==> src/hw/rtl/mwm_ram.sv <==
// Generic single-port-write, single-port-read RAM with registered read data.
module mwm_ram #(
    parameter int WIDTH = 8,
    parameter int DEPTH = 256
) (
    input  logic                     aclk,
    input  logic                     we,
    input  logic [$clog2(DEPTH)-1:0] waddr,
    input  logic [WIDTH-1:0]         wdata,
    input  logic                     re,
    input  logic [$clog2(DEPTH)-1:0] raddr,
    output logic [WIDTH-1:0]         rdata
);

    logic [WIDTH-1:0] mem [DEPTH];
    logic [WIDTH-1:0] rdata_reg;

    always_ff @(posedge aclk) begin
        if (we) begin
            mem[waddr] <= wdata;
        end
        if (re) begin
            rdata_reg <= mem[raddr];
        end
    end

    assign rdata = rdata_reg;

endmodule

==> config.mk <==
export PLATFORM = sky130hd
export DESIGN_NAME = mwm_ram
export DESIGN_NICKNAME = d
export VERILOG_FILES = /design/src/hw/rtl/mwm_ram.sv
export SDC_FILE = /design/constraint.sdc
export NUM_CORES = 2
export LEC_CHECK = 0
export ABC_AREA = 1
export ABC_CLOCK_PERIOD_IN_PS = 5800
export BUFFER_PORTS_ARGS = -buffer_cell sky130_fd_sc_hd__buf_2
export CORE_MARGIN = 5
export CORE_UTILIZATION = 32
export CTS_CLUSTER_DIAMETER = 50
export DETAILED_ROUTE_END_ITERATION = 6
export SYNTH_ARGS = -nofsm -noshare
export SYNTH_HDL_FRONTEND = slang
export SYNTH_SLANG_ARGS = --single-unit
==> constraint.sdc <==
create_clock -name aclk -period 5.8 [get_ports aclk]
set_input_delay 1.16 -clock aclk [delete_from_list [all_inputs] [get_ports aclk]]
set_output_delay 1.16 -clock aclk [all_outputs]
set_load 0.02 [all_outputs]
### Yosys cells after proc, flatten, opt, wreduce, memory -nomap -nowiden

Memories as Yosys holds them, arrays and structs flattened. A register that Yosys moved wholly into a read port is not among the register bits.
Cells that the tools add are included.

* logic and storage cells: 3
* memories: 1
* RAM bits: 2048
* output and inout port bits: 8
* register bits after elaboration: 0
* input port bits: 27

* mux-type cells: 2

Memory list
* mem: words 256, width 8, read ports 1, clocked after memory_dff 1, write ports 1, line 15 `logic [WIDTH-1:0] mem [DEPTH];`

Operators with widths (count)
* $mux W1: 2

### Longest topological paths before layout

* depth after elaboration: 2
* depth in mapped cells: 15
* depth with buffers taken out: 11

### Worst setup path after synthesis

OpenSTA, ideal clock, no wires.

* path kind: in2reg
* start point: input we
* end point: memory mem[162][0], enable pin
* library setup time: 0.370 ns
* buffers on the path: 2
* arrival: 2.281 ns
* slack: 3.149 ns
* required time: 5.430 ns
* stages: 4
* cell sequence: clkbuf_1 nand3_1 clkbuf_1 nor2_1

* cells in the longest elaborated chain, start to end: 2

Ends and longest elaborated chain
* start, declared: line 7 `input logic we,`
* $mux W1: line 19 `if (we) begin`
* $mux W1 (not written as such): line 20 `mem[waddr] <= wdata;`
* end, declared: line 15

No other way between the ends.

==> results.cfg <==
[cts]
clkTransAtPathRegs_ps = 70
cts_buffers = 202
cts_tree = yes
ctsLongestPathBuffers = 3
cts_resized = 0
cts_post_setup_buffers_inserted = 0
cts.sinks = 2056
cts_hold_buf = 0
clock_latency_ps = 870
htree_levels = 4
cts-root-buf = clkbuf_16

[grt]
grt_pass1_wl_mm = 348
grt_max_degree = 184
antenna_found_initial = 18
first_global_vias = 51700
top_usage_layer = met2
use_met1_pct = 23.1
grt-ovfl-total = 0
grt.met3_usage_pct = 3.10
grt.total_usage_pct = 16.9
grt.met2_usage_pct = 26.7

[drt]
drtIter0Drc = 6386
vias = 54300
routed_wl_mm = 236
vias_per_cell = 5.21
ant_nets = 0
first_pass_iters = 6
drc = 0
routedWlPerCell_microns = 22.6

[layout]
drive_gt1_share_pct = 5.61
largest_reg_flops = 2048
fin_cells = 10400
nets = 6877
n_fill_cell = 25000
syn2layout_area_growth_pct = 11.5

[synthesis]
synth_warnings = 0
ys_ff_latch = 2056
synth-seq-area-share_pct = 74.0
syn_area_sq_um = 83500
ys_types = 13
synthCells = 7003
synth_area_per_cell_sq_um = 11.9
synthesis.nets = 7030

[floorplanning]
ios = 35
core.rowCount = 187
die_h_microns = 521
dieArea_sq_um = 271000
core_sq_um = 260000
initial_utilization_pct = 32.1
die_width_microns = 521

[sta]
finalHoldViolCount = 0
fin_crit_sh_pct = 62.5
max_freq_mhz = 276
maxSlewHeadroom_pct = 24.9
fin_skew_ps = 66.5
rsz0062_at_grt = no
final_max_slew_viol_count = 0
tightest_slew_ps = 1130
finalSetupViolCount = 0
whs_ps = 697
final.setup.tns_ps = 0
min_period_ps = 3620

[critical_path]
worstPathArrival_ps = 4230
cpPeakStageDelay_ps = 570
worstPathCellList = buf_8, inv_8, buf_12, buf_4, nand3_1, nand3_1, nand3_1, nand3_1, nand3_1, nand3_1, nand2_1, nand2_1, nand2_1
crit_top_cell = nand3_1
critical_path_class = primary input to flip-flop
rrSetupSlack_ps = 3720
worst_setup_path_start_kind = primary input
startpoint = raddr[1]
r2r_start = mem[151][0]
slowest_stage = inv_8
critPathMaxFanout = 75
endpoint_kind = flip-flop
required_ps = 6410

[power]
p_per_area_nw_per_um2 = 332
ir_drop_mv = 0.339
p_total_w = 0.0309
power_leakage_nw = 31.4

[flow_run]
max_cap_viol_count = 0

[place]
place_hpwl_mm = 130
port_buffers = 34
dp_cells = 10000
gp_congestion = 0.890

[hold_path]
hold_path.class = primary input to flip-flop
hp-start = re

[run_status]
outcome = finished clean
==> metal layers <==
metal | share of wire, % | up-vias
met5 | 0.022 | -
met4 | 4.3 | 4
met3 | 8.4 | 443
met2 | 46 | 2374
met1 | 41 | 26900
li1 | - | 24600
==> final cells by class <==
cell class	instances	area, sq um	area share (%)
Sequential cell	2056	61700	66.4
Tap cell	3402	4260	4.58
Clock inverter	102	1050	1.13
Antenna cell	8	20.0	0.0215
Multi-Input combinational cell	4425	19100	20.6
Clock buffer	255	5250	5.65
Inverter	39	180	0.194
Timing Repair Buffer	126	1400	1.50
==> synth_stat cells <==
| library cell | n | area share [%] |
|---|---|---|
| buf_4 | 46 | 0.41 |
| buf_6 | 16 | 0.22 |
| clkbuf_1 | 112 | 0.50 |
| nand2_1 | 2123 | 9.5 |
| inv_4 | 1 | 0.0075 |
| inv_1 | 36 | 0.16 |
| buf_8 | 1 | 0.018 |
| buf_2 | 268 | 1.6 |
| nand3_1 | 2019 | 12 |
| edfxtp_1 | 2056 | 74 |
| inv_2 | 2 | 0.0090 |
| nor2_1 | 283 | 1.3 |
| buf_1 | 40 | 0.18 |
==> stage by stage <==
stage	util [%]	setup slack [ps]	area [sq um]
after floorplan	-	3150	83500
after global placement	33.4	1350	86700
after detailed placement	33.4	1360	86700
after CTS	35.8	2270	93000
after global routing	35.8	2060	93000
final	35.8	2180	93000
==> path summary, 6_finish.rpt <==
path,cells past startpoint,end
worst max-delay path,13,rdata[0]
worst min register to register,10,rdata[6]
worst min-delay path,1,rdata[5]
worst max register to register,10,rdata[0]
==> critical path, delay by kind of cell <==
kind                   cells  cell delay, ps
AND/OR/NAND/NOR            9            1360
buffers and inverters      4            1540
==> logic make-up (layout without fill, tap and decap cells) <==
logic type / Yosys count / in the layout / share of synthesized area (%)
and+or+nand+nor: 4425 / 4425 / 22.9
DFF: 2056 / 2056 / 74.0
buffers and inverters: 522 / 522 / 3.12
other: 0 / 8 / 0
==> where the power goes <==
group          total [W]  switching (W)  internal (W)
sequential        0.0164      0.0000121        0.0164
combinational    0.00188        0.00145      0.000422
clock             0.0126        0.00566       0.00694
total             0.0309        0.00712        0.0237
==> placed cells by master (no fill, tap or decap) <==
master         n
clkinv_1      42
nand2_1     2123
inv_8          2
bufinv_16     11
nand3_1     2019
buf_2         22
clkinv_16      9
inv_16         4
clkbuf_1      53
buf_4         59
edfxtp_1    2056
inv_4          1
clkinv_4       1
inv_2          1
inv_1         34
buf_12        34
nor2_1       283
clkinvlp_4     4
diode_2        8
inv_6          6
clkinv_8       1
buf_8         11
clkinv_2      25
clkbuf_16    202
Note: power is estimated with default switching activity, not from simulation.
